===== src/rtl/backlight_duty_mapper_assert.svh =====
// Assertion macros shared by the block. Both expect clk and rst_n in scope.
`ifndef BACKLIGHT_DUTY_MAPPER_ASSERT_SVH
`define BACKLIGHT_DUTY_MAPPER_ASSERT_SVH

`define BDM_ASSERT_NOW(lbl, ante, cons) \
  lbl: assert property (@(posedge clk) disable iff (!rst_n) (ante) |-> (cons)) \
    else $error("backlight_duty_mapper: same-cycle check failed");

`define BDM_ASSERT_NEXT(lbl, ante, cons) \
  lbl: assert property (@(posedge clk) disable iff (!rst_n) (ante) |=> (cons)) \
    else $error("backlight_duty_mapper: next-cycle check failed");

`endif


===== src/rtl/bdm_pkg.sv =====
`default_nettype none

package bdm_pkg;

  localparam int BR_W     = 10;
  localparam int DUTY_W   = 24;
  localparam int REG_W    = 8;
  localparam int PROD_W   = 34;
  localparam int BAND_W   = 27;
  localparam int CFG_IDX_W = 3;
  localparam int CFG_DAT_W = 24;

  localparam logic [DUTY_W-1:0] DEADBAND_NUM = 24'd10000000;
  localparam logic [2:0]        DEADBAND_MUL = 3'd5;
  localparam logic [REG_W-1:0]  REG_CLEAR    = 8'h00;

  localparam logic [CFG_IDX_W-1:0] CFG_PWM_MODE   = 3'd0;
  localparam logic [CFG_IDX_W-1:0] CFG_HAS_SWITCH = 3'd1;
  localparam logic [CFG_IDX_W-1:0] CFG_MAX_BR     = 3'd2;
  localparam logic [CFG_IDX_W-1:0] CFG_MIN_BR     = 3'd3;
  localparam logic [CFG_IDX_W-1:0] CFG_LOW_DUTY   = 3'd4;
  localparam logic [CFG_IDX_W-1:0] CFG_HIGH_DUTY  = 3'd5;
  localparam logic [CFG_IDX_W-1:0] CFG_PERIOD     = 3'd6;

  typedef enum logic [3:0] {
    S_IDLE,
    S_DECIDE,
    S_MUL,
    S_MAP_GO,
    S_MAP_WAIT,
    S_BAND_GO,
    S_BAND_WAIT,
    S_CMP,
    S_FINISH
  } state_t;

  typedef struct packed {
    logic              power_up;
    logic              power_down;
    logic              pwm_write;
    logic              pwm_on;
    logic [DUTY_W-1:0] duty_ns;
    logic              reg_write;
    logic [REG_W-1:0]  reg_value;
  } result_t;

  typedef struct packed {
    logic              start;
    logic [PROD_W-1:0] dividend;
    logic [DUTY_W-1:0] divisor;
  } div_req_t;

  typedef struct packed {
    logic              done;
    logic [PROD_W-1:0] quotient;
  } div_rsp_t;

endpackage

`default_nettype wire


===== src/rtl/bdm_in_if.sv =====
`default_nettype none

interface bdm_in_if;
  logic                     valid;
  logic                     ready;
  logic [bdm_pkg::BR_W-1:0] brightness;
  logic                     blanked;

  modport source (output valid, output brightness, output blanked, input ready);
  modport sink   (input valid, input brightness, input blanked, output ready);
endinterface

`default_nettype wire


===== src/rtl/bdm_out_if.sv =====
`default_nettype none

interface bdm_out_if;
  logic                       valid;
  logic                       ready;
  logic                       power_up;
  logic                       power_down;
  logic                       pwm_write;
  logic                       pwm_on;
  logic [bdm_pkg::DUTY_W-1:0] duty_ns;
  logic                       reg_write;
  logic [bdm_pkg::REG_W-1:0]  reg_value;

  modport source (output valid, output power_up, output power_down, output pwm_write,
                  output pwm_on, output duty_ns, output reg_write, output reg_value,
                  input ready);
  modport sink   (input valid, input power_up, input power_down, input pwm_write,
                  input pwm_on, input duty_ns, input reg_write, input reg_value,
                  output ready);
endinterface

`default_nettype wire


===== src/rtl/bdm_cfg_if.sv =====
`default_nettype none

interface bdm_cfg_if;
  logic                          valid;
  logic                          ready;
  logic [bdm_pkg::CFG_IDX_W-1:0] index;
  logic [bdm_pkg::CFG_DAT_W-1:0] data;

  modport source (output valid, output index, output data, input ready);
  modport sink   (input valid, input index, input data, output ready);
endinterface

`default_nettype wire


===== src/rtl/bdm_div.sv =====
`default_nettype none

module bdm_div (
  input  wire logic              clk,
  input  wire logic              rst_n,
  input  wire bdm_pkg::div_req_t req,
  output bdm_pkg::div_rsp_t      rsp
);

  localparam int NUM_W = bdm_pkg::PROD_W;
  localparam int DEN_W = bdm_pkg::DUTY_W;
  localparam int CNT_W = $clog2(NUM_W);
  localparam logic [CNT_W-1:0] LAST_STEP = CNT_W'(NUM_W - 1);

  logic             busy_r, busy_nxt;
  logic             done_r, done_nxt;
  logic [CNT_W-1:0] cnt_r, cnt_nxt;
  logic [DEN_W-1:0] rem_r, rem_nxt;
  logic [NUM_W-1:0] quo_r, quo_nxt;
  logic [DEN_W-1:0] den_r, den_nxt;

  logic [DEN_W:0]   trial;
  logic [DEN_W:0]   diff;
  logic             fits;

  always_comb begin
    trial = {rem_r, quo_r[NUM_W-1]};
    diff  = trial - {1'b0, den_r};
    fits  = trial >= {1'b0, den_r};

    busy_nxt = busy_r;
    done_nxt = 1'b0;
    cnt_nxt  = cnt_r;
    rem_nxt  = rem_r;
    quo_nxt  = quo_r;
    den_nxt  = den_r;

    if (req.start) begin
      busy_nxt = 1'b1;
      cnt_nxt  = '0;
      rem_nxt  = '0;
      quo_nxt  = req.dividend;
      den_nxt  = req.divisor;
    end else if (busy_r) begin
      rem_nxt = fits ? diff[DEN_W-1:0] : trial[DEN_W-1:0];
      quo_nxt = {quo_r[NUM_W-2:0], fits};
      cnt_nxt = cnt_r + 1'b1;
      if (cnt_r == LAST_STEP) begin
        busy_nxt = 1'b0;
        done_nxt = 1'b1;
      end
    end
  end

  always_ff @(posedge clk) begin
    if (!rst_n) begin
      busy_r <= 1'b0;
      done_r <= 1'b0;
      cnt_r  <= '0;
    end else begin
      busy_r <= busy_nxt;
      done_r <= done_nxt;
      cnt_r  <= cnt_nxt;
    end
  end

  always_ff @(posedge clk) begin
    rem_r <= rem_nxt;
    quo_r <= quo_nxt;
    den_r <= den_nxt;
  end

  assign rsp.done     = done_r;
  assign rsp.quotient = quo_r;

endmodule

`default_nettype wire


===== src/rtl/backlight_duty_mapper.sv =====
// Channel   Modport  Carries
// in_ch     sink     brightness, blanked
// out_ch    source   power_up, power_down, pwm_write, pwm_on, duty_ns,
//                    reg_write, reg_value
// cfg_ch    sink     index, data (always ready)
//
// A mapped duty is set by two passes of one shared restoring divider (34 steps each); equal or
// crossed limits skip one. Register mode, zero brightness and ignored requests go from
// S_DECIDE straight to S_FINISH and do not use the divider.
// Synchronous active-low reset restores the register defaults and marks the supply on.
// A finished result waits in the output register; the next request is taken meanwhile,
// but its result is held back until the previous transfer completes.

`default_nettype none

module backlight_duty_mapper (
  input wire logic   clk,
  input wire logic   rst_n,
  bdm_in_if.sink     in_ch,
  bdm_out_if.source  out_ch,
  bdm_cfg_if.sink    cfg_ch
);

  localparam int BR_W   = bdm_pkg::BR_W;
  localparam int DUTY_W = bdm_pkg::DUTY_W;
  localparam int PROD_W = bdm_pkg::PROD_W;
  localparam int BAND_W = bdm_pkg::BAND_W;

  logic              pwm_mode_r;
  logic              has_switch_r;
  logic [BR_W-1:0]   max_br_r;
  logic [BR_W-1:0]   min_br_r;
  logic [DUTY_W-1:0] low_duty_r;
  logic [DUTY_W-1:0] high_duty_r;
  logic [DUTY_W-1:0] period_r;

  bdm_pkg::state_t   state_r, state_nxt;
  logic              powered_r, powered_nxt;
  logic [DUTY_W-1:0] last_duty_r, last_duty_nxt;
  logic [BR_W-1:0]   br_r, br_nxt;
  logic [PROD_W-1:0] prod_r, prod_nxt;
  logic              neg_r, neg_nxt;
  logic [DUTY_W-1:0] mapped_r, mapped_nxt;
  logic [BAND_W-1:0] band_r, band_nxt;
  bdm_pkg::result_t  res_r, res_nxt;
  bdm_pkg::result_t  out_r;
  logic              out_valid_r, out_valid_nxt;

  bdm_pkg::div_req_t div_req;
  bdm_pkg::div_rsp_t div_rsp;

  logic              in_ready;
  logic              in_fire;
  logic              out_load;
  logic              skip;
  logic              zero_req;
  logic              den_zero;
  logic              den_neg;
  logic [BR_W-1:0]   br_clamp;
  logic [BR_W-1:0]   br_raise;
  logic [BR_W-1:0]   br_off;
  logic [BR_W-1:0]   den;
  logic [DUTY_W-1:0] duty_span;
  logic [DUTY_W-1:0] quo_lo;
  logic [DUTY_W-1:0] duty_diff;
  logic              in_div_wait;
  logic              st_finish;
  logic              st_decide;

  assign in_fire = in_ch.valid && in_ready;
  assign zero_req = (br_r == '0);
  assign skip = has_switch_r && !powered_r && zero_req;
  assign den_zero = (max_br_r == min_br_r);
  assign den_neg = (min_br_r > max_br_r);
  assign den = max_br_r - min_br_r;
  assign quo_lo = div_rsp.quotient[DUTY_W-1:0];
  assign in_div_wait = (state_r == bdm_pkg::S_MAP_WAIT) || (state_r == bdm_pkg::S_BAND_WAIT);
  assign st_finish = (state_r == bdm_pkg::S_FINISH);
  assign st_decide = (state_r == bdm_pkg::S_DECIDE);

  always_ff @(posedge clk) begin
    if (!rst_n) begin
      pwm_mode_r   <= 1'b1;
      has_switch_r <= 1'b0;
      max_br_r     <= BR_W'(255);
      min_br_r     <= '0;
      low_duty_r   <= '0;
      high_duty_r  <= '1;
      period_r     <= '1;
    end else if (cfg_ch.valid) begin
      case (cfg_ch.index)
        bdm_pkg::CFG_PWM_MODE:   pwm_mode_r   <= cfg_ch.data[0];
        bdm_pkg::CFG_HAS_SWITCH: has_switch_r <= cfg_ch.data[0];
        bdm_pkg::CFG_MAX_BR:     max_br_r     <= cfg_ch.data[BR_W-1:0];
        bdm_pkg::CFG_MIN_BR:     min_br_r     <= cfg_ch.data[BR_W-1:0];
        bdm_pkg::CFG_LOW_DUTY:   low_duty_r   <= cfg_ch.data[DUTY_W-1:0];
        bdm_pkg::CFG_HIGH_DUTY:  high_duty_r  <= cfg_ch.data[DUTY_W-1:0];
        bdm_pkg::CFG_PERIOD:     period_r     <= cfg_ch.data[DUTY_W-1:0];
        default: begin
        end
      endcase
    end
  end

  assign cfg_ch.ready = 1'b1;

  always_comb begin
    state_nxt = state_r;
    case (state_r)
      bdm_pkg::S_IDLE: begin
        if (in_fire) begin
          state_nxt = bdm_pkg::S_DECIDE;
        end
      end
      bdm_pkg::S_DECIDE: begin
        if (skip || !pwm_mode_r || zero_req) begin
          state_nxt = bdm_pkg::S_FINISH;
        end else begin
          state_nxt = bdm_pkg::S_MUL;
        end
      end
      bdm_pkg::S_MUL: begin
        if (den_zero || den_neg) begin
          state_nxt = bdm_pkg::S_BAND_GO;
        end else begin
          state_nxt = bdm_pkg::S_MAP_GO;
        end
      end
      bdm_pkg::S_MAP_GO:    state_nxt = bdm_pkg::S_MAP_WAIT;
      bdm_pkg::S_MAP_WAIT: begin
        if (div_rsp.done) begin
          state_nxt = bdm_pkg::S_BAND_GO;
        end
      end
      bdm_pkg::S_BAND_GO:   state_nxt = bdm_pkg::S_BAND_WAIT;
      bdm_pkg::S_BAND_WAIT: begin
        if (div_rsp.done) begin
          state_nxt = bdm_pkg::S_CMP;
        end
      end
      bdm_pkg::S_CMP:       state_nxt = bdm_pkg::S_FINISH;
      bdm_pkg::S_FINISH: begin
        if (!out_valid_r || out_ch.ready) begin
          state_nxt = bdm_pkg::S_IDLE;
        end
      end
      default:              state_nxt = bdm_pkg::S_IDLE;
    endcase
  end

  always_comb begin
    in_ready         = 1'b0;
    out_load         = 1'b0;
    div_req.start    = 1'b0;
    div_req.dividend = prod_r;
    div_req.divisor  = DUTY_W'(den);
    case (state_r)
      bdm_pkg::S_IDLE:    in_ready = 1'b1;
      bdm_pkg::S_MAP_GO:  div_req.start = 1'b1;
      bdm_pkg::S_BAND_GO: begin
        div_req.start    = 1'b1;
        div_req.dividend = PROD_W'(bdm_pkg::DEADBAND_NUM);
        div_req.divisor  = (period_r == '0) ? DUTY_W'(1) : period_r;
      end
      bdm_pkg::S_FINISH:  out_load = !out_valid_r || out_ch.ready;
      default: begin
      end
    endcase
  end

  always_comb begin
    br_clamp  = (in_ch.brightness > max_br_r) ? max_br_r : in_ch.brightness;
    br_raise  = (br_r < min_br_r) ? min_br_r : br_r;
    br_off    = br_raise - min_br_r;
    duty_span = (high_duty_r >= low_duty_r) ? (high_duty_r - low_duty_r)
                                            : (low_duty_r - high_duty_r);
    duty_diff = (mapped_r >= last_duty_r) ? (mapped_r - last_duty_r)
                                          : (last_duty_r - mapped_r);

    br_nxt        = br_r;
    powered_nxt   = powered_r;
    last_duty_nxt = last_duty_r;
    prod_nxt      = prod_r;
    neg_nxt       = neg_r;
    mapped_nxt    = mapped_r;
    band_nxt      = band_r;
    res_nxt       = res_r;

    case (state_r)
      bdm_pkg::S_IDLE: begin
        if (in_fire) begin
          br_nxt = in_ch.blanked ? '0 : br_clamp;
          if (in_ch.blanked) begin
            last_duty_nxt = '0;
          end
        end
      end
      bdm_pkg::S_DECIDE: begin
        res_nxt = '0;
        res_nxt.reg_value = bdm_pkg::REG_CLEAR;
        if (!skip) begin
          res_nxt.power_up   = has_switch_r && !powered_r;
          res_nxt.power_down = has_switch_r && zero_req;
          if (has_switch_r && !powered_r) begin
            powered_nxt = 1'b1;
          end
          if (has_switch_r && zero_req) begin
            powered_nxt = 1'b0;
          end
          if (!pwm_mode_r) begin
            res_nxt.reg_write = 1'b1;
            res_nxt.reg_value = br_r[bdm_pkg::REG_W-1:0];
          end else if (zero_req) begin
            res_nxt.pwm_write = 1'b1;
          end
        end
      end
      bdm_pkg::S_MUL: begin
        prod_nxt   = PROD_W'(br_off) * PROD_W'(duty_span);
        neg_nxt    = low_duty_r > high_duty_r;
        mapped_nxt = den_zero ? high_duty_r : low_duty_r;
      end
      bdm_pkg::S_MAP_WAIT: begin
        if (div_rsp.done) begin
          mapped_nxt = neg_r ? (low_duty_r - quo_lo) : (low_duty_r + quo_lo);
        end
      end
      bdm_pkg::S_BAND_WAIT: begin
        if (div_rsp.done) begin
          band_nxt = BAND_W'(quo_lo) * BAND_W'(bdm_pkg::DEADBAND_MUL);
        end
      end
      bdm_pkg::S_CMP: begin
        if (BAND_W'(duty_diff) > band_r) begin
          last_duty_nxt     = mapped_r;
          res_nxt.pwm_write = 1'b1;
          res_nxt.pwm_on    = 1'b1;
          res_nxt.duty_ns   = mapped_r;
        end
      end
      default: begin
      end
    endcase
  end

  always_comb begin
    out_valid_nxt = out_valid_r;
    if (out_load) begin
      out_valid_nxt = 1'b1;
    end else if (out_ch.ready) begin
      out_valid_nxt = 1'b0;
    end
  end

  always_ff @(posedge clk) begin
    if (!rst_n) begin
      state_r     <= bdm_pkg::S_IDLE;
      powered_r   <= 1'b1;
      last_duty_r <= '0;
      out_valid_r <= 1'b0;
    end else begin
      state_r     <= state_nxt;
      powered_r   <= powered_nxt;
      last_duty_r <= last_duty_nxt;
      out_valid_r <= out_valid_nxt;
    end
  end

  always_ff @(posedge clk) begin
    br_r     <= br_nxt;
    prod_r   <= prod_nxt;
    neg_r    <= neg_nxt;
    mapped_r <= mapped_nxt;
    band_r   <= band_nxt;
    res_r    <= res_nxt;
    if (out_load) begin
      out_r <= res_r;
    end
  end

  bdm_div u_div (
    .clk   (clk),
    .rst_n (rst_n),
    .req   (div_req),
    .rsp   (div_rsp)
  );

  assign in_ch.ready       = in_ready;
  assign out_ch.valid      = out_valid_r;
  assign out_ch.power_up   = out_r.power_up;
  assign out_ch.power_down = out_r.power_down;
  assign out_ch.pwm_write  = out_r.pwm_write;
  assign out_ch.pwm_on     = out_r.pwm_on;
  assign out_ch.duty_ns    = out_r.duty_ns;
  assign out_ch.reg_write  = out_r.reg_write;
  assign out_ch.reg_value  = out_r.reg_value;

`include "backlight_duty_mapper_assert.svh"

  `BDM_ASSERT_NOW(a_div_done_in_wait, div_rsp.done, in_div_wait)
  `BDM_ASSERT_NOW(a_reg_write_mode, st_finish && res_r.reg_write, !pwm_mode_r && !res_r.pwm_write)
  `BDM_ASSERT_NOW(a_enable_tracks_last, st_finish && res_r.pwm_on, res_r.duty_ns == last_duty_r)
  `BDM_ASSERT_NEXT(a_skip_keeps_power, st_decide && skip, powered_r == $past(powered_r))

endmodule

`default_nettype wire

===== src/flat_wrapper.sv =====
// flat-port wrapper written by rule: the top's interface ports become plain ports
module backlight_duty_mapper_flat 
  (clk, rst_n, in_ch_valid, in_ch_brightness, in_ch_blanked, in_ch_ready, out_ch_valid, out_ch_power_up, out_ch_power_down, out_ch_pwm_write, out_ch_pwm_on, out_ch_duty_ns, out_ch_reg_write, out_ch_reg_value, out_ch_ready, cfg_ch_valid, cfg_ch_index, cfg_ch_data, cfg_ch_ready);
  bdm_in_if in_ch_i ();
  bdm_out_if out_ch_i ();
  bdm_cfg_if cfg_ch_i ();
  input wire logic clk;
  input wire logic rst_n;
  input wire logic [$bits(in_ch_i.valid)-1:0] in_ch_valid;
  input wire logic [$bits(in_ch_i.brightness)-1:0] in_ch_brightness;
  input wire logic [$bits(in_ch_i.blanked)-1:0] in_ch_blanked;
  output wire logic [$bits(in_ch_i.ready)-1:0] in_ch_ready;
  output wire logic [$bits(out_ch_i.valid)-1:0] out_ch_valid;
  output wire logic [$bits(out_ch_i.power_up)-1:0] out_ch_power_up;
  output wire logic [$bits(out_ch_i.power_down)-1:0] out_ch_power_down;
  output wire logic [$bits(out_ch_i.pwm_write)-1:0] out_ch_pwm_write;
  output wire logic [$bits(out_ch_i.pwm_on)-1:0] out_ch_pwm_on;
  output wire logic [$bits(out_ch_i.duty_ns)-1:0] out_ch_duty_ns;
  output wire logic [$bits(out_ch_i.reg_write)-1:0] out_ch_reg_write;
  output wire logic [$bits(out_ch_i.reg_value)-1:0] out_ch_reg_value;
  input wire logic [$bits(out_ch_i.ready)-1:0] out_ch_ready;
  input wire logic [$bits(cfg_ch_i.valid)-1:0] cfg_ch_valid;
  input wire logic [$bits(cfg_ch_i.index)-1:0] cfg_ch_index;
  input wire logic [$bits(cfg_ch_i.data)-1:0] cfg_ch_data;
  output wire logic [$bits(cfg_ch_i.ready)-1:0] cfg_ch_ready;
  assign in_ch_i.valid = in_ch_valid;
  assign in_ch_i.brightness = in_ch_brightness;
  assign in_ch_i.blanked = in_ch_blanked;
  assign in_ch_ready = in_ch_i.ready;
  assign out_ch_valid = out_ch_i.valid;
  assign out_ch_power_up = out_ch_i.power_up;
  assign out_ch_power_down = out_ch_i.power_down;
  assign out_ch_pwm_write = out_ch_i.pwm_write;
  assign out_ch_pwm_on = out_ch_i.pwm_on;
  assign out_ch_duty_ns = out_ch_i.duty_ns;
  assign out_ch_reg_write = out_ch_i.reg_write;
  assign out_ch_reg_value = out_ch_i.reg_value;
  assign out_ch_i.ready = out_ch_ready;
  assign cfg_ch_i.valid = cfg_ch_valid;
  assign cfg_ch_i.index = cfg_ch_index;
  assign cfg_ch_i.data = cfg_ch_data;
  assign cfg_ch_ready = cfg_ch_i.ready;
  backlight_duty_mapper u_core (.clk(clk), .rst_n(rst_n), .in_ch(in_ch_i), .out_ch(out_ch_i), .cfg_ch(cfg_ch_i));
endmodule

===== config.mk =====
export PLATFORM = sky130hd
export DESIGN_NAME = backlight_duty_mapper_flat
export DESIGN_NICKNAME = d
export VERILOG_FILES = /design/src/rtl/bdm_pkg.sv /design/src/rtl/bdm_in_if.sv /design/src/rtl/bdm_out_if.sv /design/src/rtl/bdm_cfg_if.sv /design/src/rtl/bdm_div.sv /design/src/rtl/backlight_duty_mapper.sv /design/src/flat_wrapper.sv
export VERILOG_INCLUDE_DIRS = /design/src /design/src/rtl
export SDC_FILE = /design/constraint.sdc
export NUM_CORES = 2
export LEC_CHECK = 0
export BUFFER_PORTS_ARGS = -buffer_cell sky130_fd_sc_hd__buf_4
export CAP_MARGIN = 15
export CORE_AREA = 2 2 278 280
export DETAILED_ROUTE_END_ITERATION = 8
export DIE_AREA = 0 0 280 282
export PLACE_DENSITY = 0.68
export SLEW_MARGIN = 20
export SYNTH_ARGS = -nofsm -noshare
export SYNTH_HDL_FRONTEND = slang
export SYNTH_SLANG_ARGS = --single-unit

===== constraint.sdc =====
create_clock -name clk -period 15.3 [get_ports clk]
set_input_delay 0.765 -clock clk [delete_from_list [all_inputs] [get_ports clk]]
set_output_delay 0.765 -clock clk [all_outputs]
set_load 0.05 [all_outputs]

==> flow_metrics.tcl <==
set metrics [dict create \
    status "finished, final reports clean" \
    post_dp_cell_area_mm2 0.0353 \
    fin_skew_ns 0.0335 \
    grt_pass1_wl_um 148000 \
    place_congestion 0.918 \
    worst_pin_slew_ns 1.13 \
    yosysWarnings 0 \
    stdcell_area_mm2 0.0369 \
    routed_wl_um 92500 \
    fp.dieW_um 280 \
    synth_top_area_share 0.202 \
    clock-sinks 384 \
    synth_area_leaders "edfxtp_1 20%, ha_1 12%, fa_1 11%" \
    cts_buffers 45 \
    ys_seq_area_frac 0.294 \
    fmax_ghz 0.0996 \
    cts_resized 0 \
    drt_iter0_drc 2270 \
    maxCapViolations 0 \
    gr-total-overflow 0 \
    post-place-ws_ns 5.36 \
    rows 101 \
    tritoncts "yes" \
    ios 83 \
    dr_total_vias 27300 \
    first_pass_iters 5 \
    cp-end-kind "register" \
    postCtsSetupBuffers 0 \
    slowest_delay_ns 0.74 \
    slew_violations 0 \
    clockRootBuffer "clkbuf_16" \
    slew_headroom 0.243 \
    crit_type "reg -> reg" \
    synth_seq_cells 384 \
    synth_nets 4368 \
    clk_pin_slew_ns 0.06 \
    postLayoutCoreUtil 0.487 \
    grt_usage 0.237 \
    grt_pass1_vias 26300 \
    dieArea_mm2 0.0790 \
    clk_path_buf_depth 3 \
    cp-start-kind "register" \
    async_flop_share 0 \
    core_area_mm2 0.0757 \
    hold_viol_final 0 \
    worstSetupStartpoint "u_core.br_r[2]" \
    htree_levels 2 \
    fin_setup_tns_ns 0 \
    grt_start_max_net_pins 106 \
    antenna_found_initial 0 \
    syn_inst 3822 \
    crit_path_top_delay_cell "xor2_1" \
    fin_crit_sh 0.656 \
    required_ns 15.61 \
    period_minus_slack_ns 10.04 \
    rsz0062_at_grt "no" \
    synth_top_cell_by_area "edfxtp_1" \
    synth.avg_cell_area_um2 8.87 \
    routed_via_density 5.65 \
    finalSetupViolCount 0 \
    critical_path.max_fanout 17 \
    clkLatencyLatePin_ns 0.61 \
    synthFlopType "edfxtp_1" \
    wire_per_inst_um 19.1 \
    drc 0 \
    setup_slack_ns 5.26 \
    die_y_um 282 \
    nets 4366 \
    drive_above_1_share 0.0739 \
    hpwl_um 70900 \
    io_buffers 81 \
    worstPathArrival_ns 10.36 \
    synth_edf_count 228 \
    ant_nets 0 \
    hold_start "cfg_ch_data[21]" \
    cts_hold_buf 0 \
    hp-class "in -> reg" \
    reg2reg_from "u_core.br_r[2]" \
    syn_to_final_growth_pct 8.73 \
    critPathMostFrequentCell "fa_1" \
    syn_area_mm2 0.0339 \
    n_antenna_cell 0 \
    start_util 0.448 \
    synth_cell_type_count 96 \
]
[through the flow]
step,cells,hold slack [ns]
after global placement,4750,0.402
final,4835,0.403
after detailed placement,4750,0.405
after global routing,4835,0.403
after floorplan,3822,0.400
after CTS,4834,0.374
[state kept, by name, indices dropped and copies added (netlist names), 27 cells and up]
register / cells
u_core.prod_r: 34
u_core.band_r: 27
u_core.res_r: 37
u_core.u_div.quo_r: 34
[layout make-up]
class / instances / area, µm²
clock buffer: 51 / 1160
clock inverter: 33 / 352
fill: 7066 / 38800
inverter: 439 / 1650
multi-input combinational: 2833 / 21600
sequential: 384 / 9970
tap: 978 / 1220
timing repair buffer: 117 / 882
[synthesized netlist by cell type (all sizes together) (44+ instances only)]
master	count
a21o	97
dfxtp	156
or2	47
mux2i	75
clkbuf	112
inv	439
nand2b	52
nand4	49
fa	183
xnor2	117
nor2	293
o211ai	59
nand2	411
nor3	78
edfxtp	228
a21oi	236
buf	54
ha	320
a21boi	44
o21ai	154
xor2	56
nor2b	68
nand3	81
[kinds of logic after synthesis]
family	count (synthesis)	share of synthesized area
AOI/OAI and AO/OA	863	0.170
xor gates and xnor gates	173	0.0471
adders and majority gates	503	0.226
buffers and inverters	605	0.0708
DFF	384	0.294
muxes	77	0.0228
other	1	0.000111
and+or+nand+nor	1216	0.170
[layer usage]
| metal | up-vias | track usage | share of wire | wire length (µm) |
|---|---|---|---|---|
| met1 | 13200 | 0.329 | 0.46 | 42200 |
| met2 | 820 | 0.384 | 0.45 | 42000 |
| met5 | - | 0 | 0 | 0 |
| met4 | 0 | 0.0839 | 0.035 | 3240 |
| met3 | 159 | 0.0244 | 0.056 | 5160 |
| li1 | 13200 | - | - | - |
[worst max-delay path, delay by kind of cell (launching register included)]
| kind | cells | cell delay [ns] |
|---|---|---|
| fa+ha+maj | 9 | 3.99 |
| compound gates | 16 | 3.17 |
| simple gates | 4 | 1.04 |
| xor+xnor | 1 | 0.74 |
| flops | 1 | 0.43 |
| mux | 1 | 0.21 |
| buf+inv | 3 | 0.16 |
[cells in the final DEF (no fill, tap or decap), types with 81 or more instances in the layout]
master | Yosys | routed
nand3_1 | 81 | 81
o21ai_0 | 148 | 148
inv_1 | 438 | 438
ha_1 | 320 | 320
dfxtp_1 | 156 | 156
edfxtp_1 | 228 | 228
nand2_1 | 410 | 409
nor2_1 | 291 | 287
fa_1 | 183 | 183
xnor2_1 | 110 | 109
a21o_1 | 97 | 97
a21oi_1 | 233 | 233
buf_4 | 19 | 116
[worst paths after layout]
check	slack, ns	to	cells past startpoint
worst max-delay path	5.26	u_core.prod_r[33]	34
worst min-delay path	0.40	u_core.period_r[21]	3
worst max register to register	5.26	u_core.prod_r[33]	34
worst min register to register	0.42	u_core.out_ch.duty_ns[0]	0
Power is not shown: default switching activity piles up to over one toggle a cycle in this logic, so the estimate is an artifact.
